## config.mk

```make
export PLATFORM = sky130hd
export DESIGN_NAME = vfc_ctrl_flat
export DESIGN_NICKNAME = d
export VERILOG_FILES = /design/src/hdl/vfc_pkg.sv /design/src/hdl/vfc_channels.sv /design/src/hdl/vfc_ctrl.sv /design/src/flat_wrapper.sv
export SDC_FILE = /design/constraint.sdc
export NUM_CORES = 1
export LEC_CHECK = 0
export BUFFER_PORTS_ARGS = -buffer_cell sky130_fd_sc_hd__buf_2
export CORE_ASPECT_RATIO = 0.7
export CORE_UTILIZATION = 35
export CTS_BUF_LIST = sky130_fd_sc_hd__clkbuf_8 sky130_fd_sc_hd__clkbuf_16
export DETAILED_ROUTE_END_ITERATION = 12
export PLACE_DENSITY_LB_ADDON = 0.3
export SYNTH_ARGS = -nofsm -noshare
export SYNTH_HDL_FRONTEND = slang
export SYNTH_SLANG_ARGS = --single-unit
```

## constraint.sdc

```tcl
create_clock -name clk -period 5.7 [get_ports clk]
set_input_delay 0.855 -clock clk [delete_from_list [all_inputs] [get_ports clk]]
set_output_delay 0.855 -clock clk [all_outputs]
set_load 0.03 [all_outputs]
```

## src/hdl/vfc_pkg.sv

```systemverilog
package vfc_pkg;

  localparam int SIZE_X  = 16;
  localparam int SIZE_Y  = 256;
  localparam int SIZE_Z  = 16;
  localparam int ID_BITS = 8;

  localparam int XY_SLICE    = SIZE_X * SIZE_Y;
  localparam int YZ_SLICE    = SIZE_Y * SIZE_Z;
  localparam int CHUNK_DEPTH = SIZE_X * SIZE_Y * SIZE_Z;
  localparam int BND_DEPTH   = 2 * XY_SLICE + 2 * YZ_SLICE;
  localparam int CHUNK_AW    = $clog2(CHUNK_DEPTH);
  localparam int BND_AW      = $clog2(BND_DEPTH);

  localparam logic [1:0] OP_WRITE_CHUNK = 2'd0;
  localparam logic [1:0] OP_WRITE_BOUND = 2'd1;
  localparam logic [1:0] OP_QUERY       = 2'd2;

  localparam logic [2:0] SIDE_LAST = 3'd5;

  typedef struct packed {
    logic [1:0] opcode;
    logic [3:0] cell_x;
    logic [7:0] cell_y;
    logic [3:0] cell_z;
    logic [1:0] neighbor_sel;
    logic [7:0] block_value;
  } req_item_t;

  typedef struct packed {
    logic [2:0] face_side;
    logic [3:0] face_x;
    logic [7:0] face_y;
    logic [3:0] face_z;
    logic [7:0] face_block;
    logic       last_face;
  } face_item_t;

endpackage

```

## src/hdl/vfc_channels.sv

```systemverilog
interface vfc_req_if;
  logic                 valid;
  logic                 ready;
  vfc_pkg::req_item_t   payload;
  modport source (output valid, output payload, input ready);
  modport sink (input valid, input payload, output ready);
endinterface

interface vfc_face_if;
  logic                 valid;
  logic                 ready;
  vfc_pkg::face_item_t  payload;
  modport source (output valid, output payload, input ready);
  modport sink (input valid, input payload, output ready);
endinterface

```

## src/hdl/vfc_ctrl.sv

```systemverilog
module vfc_ctrl (
  input  logic                          clk,
  input  logic                          rst,
  input  logic                          cfg_wr_en,
  input  logic [3:0]                    cfg_wr_data,
  vfc_req_if.sink                       req,
  vfc_face_if.source                    rsp,
  output logic                          chunk_we,
  output logic [vfc_pkg::CHUNK_AW-1:0]  chunk_addr,
  output logic [vfc_pkg::ID_BITS-1:0]   chunk_wdata,
  input  logic [vfc_pkg::ID_BITS-1:0]   chunk_rdata,
  output logic                          bnd_we,
  output logic [vfc_pkg::BND_AW-1:0]    bnd_addr,
  output logic [vfc_pkg::ID_BITS-1:0]   bnd_wdata,
  input  logic [vfc_pkg::ID_BITS-1:0]   bnd_rdata
);

  typedef enum logic [1:0] {ST_IDLE, ST_QUERY, ST_EMIT} state_t;
  typedef enum logic [1:0] {SRC_CHUNK, SRC_BOUND, SRC_OPEN} src_t;

  function automatic logic [vfc_pkg::CHUNK_AW-1:0] chunk_index(
    input logic [3:0] x, input logic [7:0] y, input logic [3:0] z);
    return vfc_pkg::CHUNK_AW'((int'(x) * vfc_pkg::SIZE_Y + int'(y)) * vfc_pkg::SIZE_Z
                              + int'(z));
  endfunction

  function automatic logic [vfc_pkg::BND_AW-1:0] slice_index(
    input logic [1:0] sel, input logic [3:0] x, input logic [7:0] y, input logic [3:0] z);
    if (sel < 2'd2) begin
      return vfc_pkg::BND_AW'(int'(sel) * vfc_pkg::XY_SLICE + int'(x) * vfc_pkg::SIZE_Y
                              + int'(y));
    end
    return vfc_pkg::BND_AW'(2 * vfc_pkg::XY_SLICE + int'(sel[0]) * vfc_pkg::YZ_SLICE
                            + int'(y) * vfc_pkg::SIZE_Z + int'(z));
  endfunction

  state_t                      state;
  logic [2:0]                  step;
  src_t                        src_prev;
  logic [5:0]                  mask;
  logic [vfc_pkg::ID_BITS-1:0] id;
  logic [3:0]                  x;
  logic [7:0]                  y;
  logic [3:0]                  z;
  logic [3:0]                  neighbor_present;

  logic       accept;
  logic       emit;
  logic       xyz_ok;
  logic       bnd_ok;
  src_t       src;
  logic [3:0] nx;
  logic [7:0] ny;
  logic [3:0] nz;
  logic [1:0] bsel;
  logic       cell_open;
  logic [5:0] low;
  logic [2:0] low_side;

  assign req.ready = (state == ST_IDLE);
  assign accept    = req.valid && req.ready;
  assign emit      = (state == ST_EMIT) && (mask != 6'd0) && (!rsp.valid || rsp.ready);

  assign xyz_ok = (int'(req.payload.cell_x) < vfc_pkg::SIZE_X)
               && (int'(req.payload.cell_y) < vfc_pkg::SIZE_Y)
               && (int'(req.payload.cell_z) < vfc_pkg::SIZE_Z);
  assign bnd_ok = (int'(req.payload.cell_y) < vfc_pkg::SIZE_Y)
               && ((req.payload.neighbor_sel < 2'd2)
                   ? (int'(req.payload.cell_x) < vfc_pkg::SIZE_X)
                   : (int'(req.payload.cell_z) < vfc_pkg::SIZE_Z));

  always_comb begin
    nx   = x;
    ny   = y;
    nz   = z;
    bsel = 2'd0;
    src  = SRC_CHUNK;
    case (step)
      3'd0: src = SRC_CHUNK;
      3'd1: begin
        if (z == 4'd0) begin
          bsel = 2'd0;
          src  = neighbor_present[0] ? SRC_BOUND : SRC_OPEN;
        end else begin
          nz = z - 4'd1;
        end
      end
      3'd2: begin
        if (int'(z) == vfc_pkg::SIZE_Z - 1) begin
          bsel = 2'd1;
          src  = neighbor_present[1] ? SRC_BOUND : SRC_OPEN;
        end else begin
          nz = z + 4'd1;
        end
      end
      3'd3: begin
        if (y == 8'd0) begin
          src = SRC_OPEN;
        end else begin
          ny = y - 8'd1;
        end
      end
      3'd4: begin
        if (int'(y) == vfc_pkg::SIZE_Y - 1) begin
          src = SRC_OPEN;
        end else begin
          ny = y + 8'd1;
        end
      end
      3'd5: begin
        if (x == 4'd0) begin
          bsel = 2'd2;
          src  = neighbor_present[2] ? SRC_BOUND : SRC_OPEN;
        end else begin
          nx = x - 4'd1;
        end
      end
      3'd6: begin
        if (int'(x) == vfc_pkg::SIZE_X - 1) begin
          bsel = 2'd3;
          src  = neighbor_present[3] ? SRC_BOUND : SRC_OPEN;
        end else begin
          nx = x + 4'd1;
        end
      end
      default: src = SRC_OPEN;
    endcase
  end

  always_comb begin
    chunk_wdata = vfc_pkg::ID_BITS'(req.payload.block_value);
    bnd_wdata   = vfc_pkg::ID_BITS'(req.payload.block_value);
    if (state == ST_IDLE) begin
      chunk_we   = accept && (req.payload.opcode == vfc_pkg::OP_WRITE_CHUNK) && xyz_ok;
      bnd_we     = accept && (req.payload.opcode == vfc_pkg::OP_WRITE_BOUND) && bnd_ok;
      chunk_addr = chunk_index(req.payload.cell_x, req.payload.cell_y, req.payload.cell_z);
      bnd_addr   = slice_index(req.payload.neighbor_sel, req.payload.cell_x,
                               req.payload.cell_y, req.payload.cell_z);
    end else begin
      chunk_we   = 1'b0;
      bnd_we     = 1'b0;
      chunk_addr = chunk_index(nx, ny, nz);
      bnd_addr   = slice_index(bsel, x, y, z);
    end
  end

  always_comb begin
    case (src_prev)
      SRC_CHUNK: cell_open = (chunk_rdata == '0);
      SRC_BOUND: cell_open = (bnd_rdata == '0);
      default:   cell_open = 1'b1;
    endcase
  end

  always_comb begin
    low      = mask & (~mask + 6'd1);
    low_side = 3'd0;
    for (int i = 0; i < 6; i++) begin
      if (low[i]) begin
        low_side = 3'(i);
      end
    end
  end

  always_ff @(posedge clk) begin
    if (rst) begin
      state            <= ST_IDLE;
      step             <= 3'd0;
      src_prev         <= SRC_OPEN;
      neighbor_present <= 4'd0;
      rsp.valid        <= 1'b0;
    end else begin
      if (cfg_wr_en) begin
        neighbor_present <= cfg_wr_data;
      end
      if (rsp.ready && !emit) begin
        rsp.valid <= 1'b0;
      end
      case (state)
        ST_IDLE: begin
          if (accept) begin
            x <= req.payload.cell_x;
            y <= req.payload.cell_y;
            z <= req.payload.cell_z;
            if (req.payload.opcode == vfc_pkg::OP_QUERY && xyz_ok) begin
              state <= ST_QUERY;
              step  <= 3'd0;
            end
          end
        end
        ST_QUERY: begin
          src_prev <= src;
          step     <= step + 3'd1;
          if (step == 3'd1) begin
            id <= chunk_rdata;
            if (chunk_rdata == '0) begin
              state <= ST_IDLE;
            end
          end else if (step != 3'd0) begin
            mask[3'(step - 3'd2)] <= cell_open;
          end
          if (step == 3'd7) begin
            state <= ST_EMIT;
          end
        end
        ST_EMIT: begin
          if (mask == 6'd0) begin
            state <= ST_IDLE;
          end else if (emit) begin
            rsp.valid                <= 1'b1;
            rsp.payload.face_side    <= low_side;
            rsp.payload.face_x       <= x;
            rsp.payload.face_y       <= y;
            rsp.payload.face_z       <= z;
            rsp.payload.face_block   <= 8'(id);
            rsp.payload.last_face    <= ((mask & ~low) == 6'd0);
            mask                     <= mask & ~low;
            if ((mask & ~low) == 6'd0) begin
              state <= ST_IDLE;
            end
          end
        end
        default: state <= ST_IDLE;
      endcase
    end
  end

endmodule

```

## src/flat_wrapper.sv

```systemverilog
// flat-port wrapper written by rule: the top's interface ports become plain ports
module vfc_ctrl_flat 
  (clk, rst, cfg_wr_en, cfg_wr_data, chunk_we, chunk_addr, chunk_wdata, chunk_rdata, bnd_we, bnd_addr, bnd_wdata, bnd_rdata, req_valid, req_payload, req_ready, rsp_valid, rsp_payload, rsp_ready);
  vfc_req_if req_i ();
  vfc_face_if rsp_i ();
  input  logic clk;
  input  logic rst;
  input  logic cfg_wr_en;
  input  logic [3:0] cfg_wr_data;
  output logic chunk_we;
  output logic [vfc_pkg::CHUNK_AW-1:0] chunk_addr;
  output logic [vfc_pkg::ID_BITS-1:0] chunk_wdata;
  input  logic [vfc_pkg::ID_BITS-1:0] chunk_rdata;
  output logic bnd_we;
  output logic [vfc_pkg::BND_AW-1:0] bnd_addr;
  output logic [vfc_pkg::ID_BITS-1:0] bnd_wdata;
  input  logic [vfc_pkg::ID_BITS-1:0] bnd_rdata;
  input wire logic [$bits(req_i.valid)-1:0] req_valid;
  input wire logic [$bits(req_i.payload)-1:0] req_payload;
  output wire logic [$bits(req_i.ready)-1:0] req_ready;
  output wire logic [$bits(rsp_i.valid)-1:0] rsp_valid;
  output wire logic [$bits(rsp_i.payload)-1:0] rsp_payload;
  input wire logic [$bits(rsp_i.ready)-1:0] rsp_ready;
  assign req_i.valid = req_valid;
  assign req_i.payload = req_payload;
  assign req_ready = req_i.ready;
  assign rsp_valid = rsp_i.valid;
  assign rsp_payload = rsp_i.payload;
  assign rsp_i.ready = rsp_ready;
  vfc_ctrl u_core (.clk(clk), .rst(rst), .cfg_wr_en(cfg_wr_en), .cfg_wr_data(cfg_wr_data), .req(req_i), .rsp(rsp_i), .chunk_we(chunk_we), .chunk_addr(chunk_addr), .chunk_wdata(chunk_wdata), .chunk_rdata(chunk_rdata), .bnd_we(bnd_we), .bnd_addr(bnd_addr), .bnd_wdata(bnd_wdata), .bnd_rdata(bnd_rdata));
endmodule
```

# Word-level counts from Yosys, hierarchy flattened
# Index checks and enable logic that the tools add are counted.
dict set report totals {
  regBits 70
  in_bits 53
  word_cells 172
}
dict set report classes {
  n_addsub 23
  magnitude_cmp 4
  n_eq_ne 25
  mux 65
  bitwise_logic 6
  n_reduce_logical 32
}
# op n
set op_table {}
lappend op_table {{$mux W14} 5}
lappend op_table {{$mux W2} 22}
lappend op_table {{$add A16 B5 Y16} 2}
lappend op_table {{$add A14 B12 Y14} 2}
lappend op_table {{$add A14 B13 Y14} 2}
lappend op_table {{$add A14 B13 Y14 const A} 2}
lappend op_table {{$add A14 B5 Y14} 2}
lappend op_table {{$add A14 B9 Y14} 2}
lappend op_table {{$add A12 B8 Y12} 2}
lappend op_table {{$logic_not A8 Y1} 3}
lappend op_table {{$mux W6} 4}
lappend op_table {{$mux W16} 1}
lappend op_table {{$mux W4} 4}
lappend op_table {{$mux W8} 2}
lappend op_table {{$pmux W4 S2} 2}
lappend op_table {{$pmux W8 S2} 1}
lappend op_table {{$mux W1} 14}
lappend op_table {{$pmux W2 S7} 1}
lappend op_table {{$and A6 B6 Y6} 2}
lappend op_table {{$eq A3 B3 Y1 const B} 4}
lappend op_table {{$logic_not A6 Y1} 2}
lappend op_table {{$not A6 Y6} 2}
lappend op_table {{$pmux W2 S3} 2}
lappend op_table {{$pmux W6 S2} 1}
lappend op_table {{40 further kinds} 69}

# Logic depth before layout (Yosys ltp)
# Gate-level depths: netlist of the first run.
dict set report logic_depth {
  ltp_word 10
  mapped_depth 10
}

# Least setup slack after synthesis of the first run
# No wires, ideal clock.
dict set report synth_path {
  path_type {input -> register}
  startpoint {in rst}
  endpoint {reg, netlist name u_core.rsp.payload[0]}
  setup_time_ns 0.486
  arrival_time_ns 3.685
  setup_slack_ns 1.528
  stages 1
  n_path_buf 0
  path_cell_list {nor4_1}
}
dict set report synth_via {
  elab_chain_len 2
}
# item line_no
set synth_rtl {}
lappend synth_rtl {{start: declaration} flat_wrapper.sv:7} ;# input logic rst;
lappend synth_rtl {{$not A1 Y1 (no line)} --}
lappend synth_rtl {{$reduce_and A4 Y1 (no line)} --}
# No other way between the ends.
# A chain may end at the register's enable or synchronous reset.

# Worst setup path in the final report of the first run
dict set report layout_path {
  startpoint {reg u_core.y[0]}
  endpoint {out chunk_addr[8] in the netlist's numbering}
}
dict set report layout_via {
  elab_chain_len 6
}
# item line_no
set layout_rtl {}
lappend layout_rtl {{start: declaration} vfc_ctrl.sv:43} ;# logic [7:0] y;
lappend layout_rtl {{start signal: assignment} vfc_ctrl.sv:183} ;# y <= req.payload.cell_y;
lappend layout_rtl {{$add A8 B1 Y8, or another cell as far along} vfc_ctrl.sv:107} ;# ny = y + 8'd1;
lappend layout_rtl {{$mux W8, on equally long branches} {vfc_ctrl.sv:104, vfc_ctrl.sv:97}}
lappend layout_rtl {{$pmux W8 S2 (*)} vfc_ctrl.sv:78} ;# case (step)
lappend layout_rtl {{$add A12 B8 Y12 (*)} vfc_ctrl.sv:23} ;# return vfc_pkg::CHUNK_AW'((int'(x) * vfc_pkg::SIZE_Y + int'(y)) * vfc_pkg::SIZE_Z
lappend layout_rtl {{$add A16 B5 Y16 (*)} vfc_ctrl.sv:24} ;# + int'(z));
lappend layout_rtl {{$mux W16 (*)} vfc_ctrl.sv:133} ;# if (state == ST_IDLE) begin
lappend layout_rtl {{end: declaration} flat_wrapper.sv:11} ;# output logic [vfc_pkg::CHUNK_AW-1:0] chunk_addr;
# Every way passes the cells marked *; elsewhere a longest branch is shown, timed or not.

==> metrics.md, run 1 <==
| Metric | Value |
|---|---|
| Max FO, Critical Path | `8` |
| Area leader, netlist | `edfxtp_1` |
| Max Root-Sink Buffers | `2` |
| Post-Synth XOR/XNOR Area | `0.388%` |
| Die ar. | `0.0134 sq mm` |
| HP Class | `reg2reg` |
| P&R area growth vs syn | `17.2%` |
| Worst Clk Skew | `0.00885 ns` |
| Most frequent cells in the layout | `buf_2, edfxtp_1, nor2_1` |
| Mapped Area | `0.00452 sq mm` |
| Syn Area/Cell | `between 9 and 10 sq um` |
| Syn nets | `~550` |
| Vias/cell | `5.57` |
| Worst Setup Start Kind | `flip-flop` |
| Critical path type | `reg2out` |
| CTS resizes | `0` |
| Min Clock Period, post-route | `~4.0 ns` |
| Fillers | `1,251` |
| Adder-Cell Fraction of Synth Area | `around 4.2%` |
| Storage element area | `0.00198 sq mm` |
| TNS Setup | `0 ns` |
| FF-to-FF path depth | `5` |
| Iter 0 DRT Violations | `444` |
| Largest net degree at the start of global routing | `49` |
| Placed cells | `702` |
| Cell-internal power | `1.03 mW` |
| Synth Instances | `479` |
| Final #Nets | `619` |
| Die height | `about 97 um` |
| Antenna violations before repair | `0` |
| Worst slew pin tran | `between 1 and 1.5 ns` |
| Post-synth EDFFs | `58` |
| Max_slew headroom | `approximately a fifth` |
| Post-CTS Hold Fix Bufs | `0` |
| Placer Congestion | `0.981` |
| CTS Sinks | `70` |
| Synth Area in Compound Gates | `around a fifth` |
| Multi-input logic area | `about 0.0022 sq mm` |
| Synth Register Bits | `70` |
| Prevailing post-synth register cell | `edfxtp_1` |
| Synth async-reset ratio | `0%` |
| Maxcap violations | `0` |
| RSZ-0062 raised after global routing | `false` |
| Skew-Pair Late Insertion Delay | `roughly 0.34 ns` |
| Most common cell after layout, fill and taps aside | `buf_2` |
| Placed Area | `0.00502 sq mm` |
| Final ANT Viol Nets | `0` |
| Synth area leaders | `edfxtp_1, dfxtp_1, mux2i_1` |
| Finished Cell Area | `0.00529 sq mm` |
| H-tree Lvls | `3` |
| WP data required | `4.85 ns` |
| Ant. Diodes | `0` |
| Hold Violations, Final | `0` |
| Overall routing resource usage | `between 10% and 20%` |
| Switching share of power | `~38%` |
| Period utilization | `70.5%` |
| # DRC | `0` |
| Hold Path Cell Cnt | `0` |
| Rows | `34` |
| Share of cells above drive strength 1 | `24.6%` |
| Worst Path Arrival | `between 3 and 4 ns` |
| Achievable Freq | `249 MHz` |
| Setup crit end kind | `primary output` |
| Clk slew on worst S/H paths | `0.06 ns` |
| Seq pwr share | `between 30 and 40%` |
| Synth cell types | `66` |
| P_sw | `0.646 mW` |
| Status | `finished clean` |
| DR vias | `about 4.0k` |
| Final std cells w/o fill | `718` |
| Yosys Warn Count | `0` |
| Combinational Power Share | `32.1%` |
| Main combinational cell family by area after synthesis | `compound AO/OA/AOI/OAI gates` |
| Pwr Density | `approximately 320 mW/mm^2` |
| # IOs | `around 130` |
| Initial Utilization | `36.1%` |
| Buffers on Ports | `roughly 110` |
| Hold WS | `0.414 ns` |
| Vias in the first global route | `3,540` |
| Grt total ovfl | `0` |
| Clk pwr share | `31.0%` |
| Synth Area in Simple Gates | `18.2%` |
| Post-DP HPWL | `between 9 and 10 mm` |
| Post-synth top area share | `38.5%` |
| Leakage | `roughly 2.1 nW` |
| WL final | `roughly 13 mm` |
| Die Wd | `138 um` |
| 1st-pass router iterations | `5` |
| CTS Buf Count | `9` |
| Sequential area share after synthesis | `43.9%` |
| Mux contribution to synthesized area | `between 5 and 6%` |
| First-pass GRT wire length | `between 15 and 20 mm` |
| Routed wire per std cell | `roughly 18 um` |
| Setup-failing EPs final | `0` |
| TritonCTS clock tree | `built` |
| Core ar. | `roughly 0.013 sq mm` |
| Clk root buf | `clkbuf_16` |
| Final-report max-slew violation count | `0` |
| Max VDD drop | `193 uV` |
| Post-CTS setup buffer count | `0` |
==> power groups by stage <==
stage | registers (mW) | clock network, mW | logic [mW]
floorplan | 0.605 | 0 | 0.414
global route | 0.623 | 0.550 | 0.580
global placement | 0.627 | 0 | 0.535
CTS | 0.618 | 0.527 | 0.538
finish | 0.620 | 0.521 | 0.539
detailed placement | 0.629 | 0 | 0.535
==> stage by stage <==
step,setup WS (ns),util [%],power [mW]
after global routing,1.45,42.3,1.75
after CTS,1.70,42.3,1.68
after global placement,2.15,40.1,1.16
after detailed placement,2.07,40.1,1.16
after floorplan,1.53,-,1.02
final,1.68,42.3,1.68
==> cell families after synthesis <==
kind of cell    after synthesis
xor+xnor                      2
fa+ha+maj                    15
flops                        70
simple gates                166
compound gates              130
mux                          24
buf+inv                      72
==> state kept, by name, indices dropped and copies added, names as in the netlist <==
signal	flops
u_core.id	8
u_core.mask	6
u_core.neighbor_present	4
u_core.rsp.payload	28
u_core.rsp.valid	1
u_core.src_prev	2
u_core.state	2
u_core.step	3
u_core.x	4
u_core.y	8
u_core.z	4
==> synth_stat cells (3+ instances only) <==
library cell and number:
inv_1 25, ha_1 15, and2_1 6, a21oi_1 29, nor3b_1 3, o41ai_1 4, clkbuf_1 23, a31oi_1 5
o21a_1 5, nor2b_1 13, and3_1 5, dfxtp_1 12, buf_2 4, nor2_1 44, nand2_1 41, o22ai_1 5
buf_4 16, nor4_1 6, o21ai_0 23, o211ai_1 4, mux2_2 5, mux2i_1 19, o211a_1 4, nor3_1 19
nand3_1 13, a41oi_1 3, a221oi_1 3, o31ai_1 5, edfxtp_1 58, nand2b_1 3, a211oi_1 11
==> layout make-up <==
| type | count | area share (%) |
|---|---|---|
| multi-input combinational | 337 | 41.5 |
| sequential | 70 | 37.4 |
| timing repair buffer | 108 | 10.3 |
| clock buffer | 9 | 4.25 |
| tap | 162 | 3.83 |
| inverter | 25 | 1.77 |
| clock inverter | 7 | 0.945 |
==> worst max-delay path, cell delays in order, from the launching register on <==
cell	delay (ns)
edfxtp_1	0.49
inv_1	0.18
ha_1	0.22
or4b_4	0.51
o41ai_4	0.41
nor3_1	0.08
a2111oi_0	0.64
a21oi_1	0.08
buf_2	0.21
==> path summary, 6_finish.rpt <==
kind	startpoint	to	slack [ns]
worst min register to register	u_core.id[3]	u_core.rsp.payload[4]	0.41
worst max-delay path	u_core.y[0]	chunk_addr[8]	1.68
worst min-delay path	u_core.id[3]	u_core.rsp.payload[4]	0.41
worst max register to register	u_core.state[0]	u_core.rsp.payload[26]	3.14
==> metal layers <==
layer / share of wire, % / routed length (um) / track usage (%) / up-vias
met5: 0 / 0 / 0 / -
met4: 1.4 / 177 / 5.77 / 0
met2: 41 / 5230 / 26.1 / 154
met1: 51 / 6540 / 30.2 / 1911
met3: 6.8 / 875 / 4.23 / 19
li1: - / - / - / 1918
No activity file was read; power rests on OpenSTA's default activity.
==> inputs of run 2 (changes only) <==
==> constraint.sdc (replaced) <==
create_clock -name clk -period 3.85 [get_ports clk]
set_input_delay 0.5775 -clock clk [delete_from_list [all_inputs] [get_ports clk]]
set_output_delay 0.5775 -clock clk [all_outputs]
set_load 0.03 [all_outputs]
==> run 2 against run 1 <==
Effect of this change: power up 54%; sequential cell count is the same; utilization rose by 0.88 points; clock skew decreased by 0.0032 ns; sequential share of layout area is 0.76 points lower; worst hold slack better by 0.0049 ns; clock-buffer cell count is the same; largest cell class unchanged; largest power group unchanged; highest routed layer unchanged.
==> metrics.md, run 2 (synthesized netlist as in run 1, its figures left out) <==
| Metric | Value |
|---|---|
| Status | `finished clean` |
| WP data required | `3.27 ns` |
| Largest Register | `u_core.rsp.payload` |
| Largest net degree at the start of global routing | `between 40 and 50` |
| 1st-pass router iterations | `5` |
| Placer Congestion | `about 0.93` |
| Seq pwr share | `35.1%` |
| Ant. Diodes | `0` |
| Rows | `34` |
| Worst Clk Skew | `0.00561 ns` |
| Most frequent cells in the layout | `buf_2, edfxtp_1, nor2_1` |
| Hold Violations, Final | `0` |
| DR vias | `4,060` |
| First-pass GRT wire length | `roughly 20 mm` |
| P_sw | `0.973 mW` |
| RSZ-0062 raised after global routing | `false` |
| Initial Utilization | `36.1%` |
| Post-CTS setup buffer count | `0` |
| Cell-internal power | `1.61 mW` |
| Post-CTS Hold Fix Bufs | `0` |
| Setup-failing EPs final | `0` |
| Setup crit end kind | `primary output` |
| Final ANT Viol Nets | `0` |
| Max Root-Sink Buffers | `2` |
| Overall routing resource usage | `19.5%` |
| Biggest regs | `u_core.rsp.payload x28, u_core.id x8, u_core.y x8` |
| Combinational Power Share | `between 30% and 40%` |
| CTS Buf Count | `9` |
| Skew-Pair Late Insertion Delay | `0.34 ns` |
| HP Class | `reg2reg` |
| Largest register FFs | `28` |
| Min Clock Period, post-route | `3.74 ns` |
| Final #Nets | `between 600 and 700` |
| Core ar. | `0.0125 sq mm` |
| Clk slew on worst S/H paths | `0.06 ns` |
| Leakage | `2.11 nW` |
| Clk pwr share | `33.2%` |
| Period utilization | `97.0%` |
| Hold path start | `u_core.id[1]` |
| Hold Path Cell Cnt | `0` |
| Iter 0 DRT Violations | `403` |
| Post-DP HPWL | `9.51 mm` |
| Reg2reg setup slack | `roughly 1.4 ns` |
| TritonCTS clock tree | `built` |
| CTS Sinks | `70` |
| Max FO, Critical Path | `8` |
| Die Wd | `138 um` |
| Max VDD drop | `~280 uV` |
| WL final | `13.0 mm` |
| TNS Setup | `0 ns` |
| Antenna violations before repair | `0` |
| Vias in the first global route | `3,669` |
| Maxcap violations | `0` |
| Worst Path Arrival | `roughly 3.2 ns` |
| Reg-to-reg endpoint | `u_core.rsp.payload[11]` |
| Grt total ovfl | `0` |
| Worst slew pin tran | `0.892 ns` |
| Buffers on Ports | `between 100 and 150` |
| Pwr Density | `478 mW/mm^2` |
| Clk root buf | `clkbuf_16` |
| FF-to-FF path depth | `5` |
| Most common cell after layout, fill and taps aside | `buf_2` |
| Finished Cell Area | `~0.0054 sq mm` |
| Switching share of power | `37.7%` |
| H-tree Lvls | `3` |
| Finished Core Util | `43.2%` |
| Final-report max-slew violation count | `0` |
| P&R area growth vs syn | `19.6%` |
| Critical path type | `reg2out` |
| Placed cells | `just over 700` |
| Worst Setup Start Kind | `flip-flop` |
| Achievable Freq | `268 MHz` |
| Worst Hold End | `u_core.rsp.payload[2]` |
| # DRC | `0` |
| Fillers | `1,255` |
| R2R Path Start | `u_core.state[0]` |
| Die ar. | `0.0134 sq mm` |
| # IOs | `131` |
| Routed wire per std cell | `17.9 um` |
| Placed Area | `0.00510 sq mm` |
| Final std cells w/o fill | `726` |
| Die height | `97.1 um` |
| Vias/cell | `5.59` |
| Share of cells above drive strength 1 | `25.9%` |
| Max_slew headroom | `40.1%` |
## run 2: stage by stage
stage          hold WS (ns)  setup WS, ns  total power [mW]
2_1_floorplan         0.400         0.637              1.51
3_3_place_gp          0.401         0.603              1.73
3_5_place_dp          0.409         0.462              1.73
4_1_cts               0.416        0.0889              2.59
5_1_grt               0.421        0.0255              2.69
6_report              0.419         0.115              2.58
## run 2: power groups by stage
stage | clock, mW | sequential, mW | combinational, mW
finish | 0.858 | 0.905 | 0.819
global route | 0.899 | 0.910 | 0.883
CTS | 0.875 | 0.904 | 0.816
detailed placement | 0 | 0.920 | 0.810
global placement | 0 | 0.918 | 0.807
floorplan | 0 | 0.895 | 0.613
## run 2: repair_timing
item	in CTS	in global routing
setup endpoints to repair	0	2
resized for setup	0	2
hold endpoints to repair	0	0
## run 2: area by class of cell
| type | instances | area [sq um] | area share (%) |
|---|---|---|---|
| multi-input cells | 337 | 2200 | 40.8 |
| flip-flops and latches | 70 | 1980 | 36.7 |
| repair buffers | 116 | 618 | 11.4 |
| clock buffers | 9 | 225 | 4.17 |
| well taps | 162 | 203 | 3.75 |
| inverters | 25 | 93.8 | 1.74 |
| clock inverters | 7 | 78.8 | 1.46 |
## run 2: metal layers
metal / GRT usage, % / wire [um]
met1: 28.9 / 6120
met2: 27.8 / 5540
met3: 5.16 / 1200
met4: 5.02 / 130
met5: 0 / 0
## run 2: worst max-delay path: stages (launching register included)
cell       delay [ns]
edfxtp_1         0.50
inv_1            0.19
ha_1             0.23
or4b_4           0.52
o41ai_4          0.41
nor3_1           0.10
a2111oi_1        0.58
a21oi_1          0.08
buf_2            0.21
## run 2: worst max path at each step
stage                            from             to  slack (ns)  depth (start not counted)
after detailed placement  u_core.y[0]  chunk_addr[8]        0.46                          8
after CTS                 u_core.y[0]  chunk_addr[8]        0.09                          8
after floorplan           u_core.y[0]  chunk_addr[4]        0.64                          7
after global routing      u_core.y[0]  chunk_addr[8]        0.03                          8
final                     u_core.y[0]  chunk_addr[8]        0.11                          8
after global placement    u_core.y[0]  chunk_addr[8]        0.60                          8
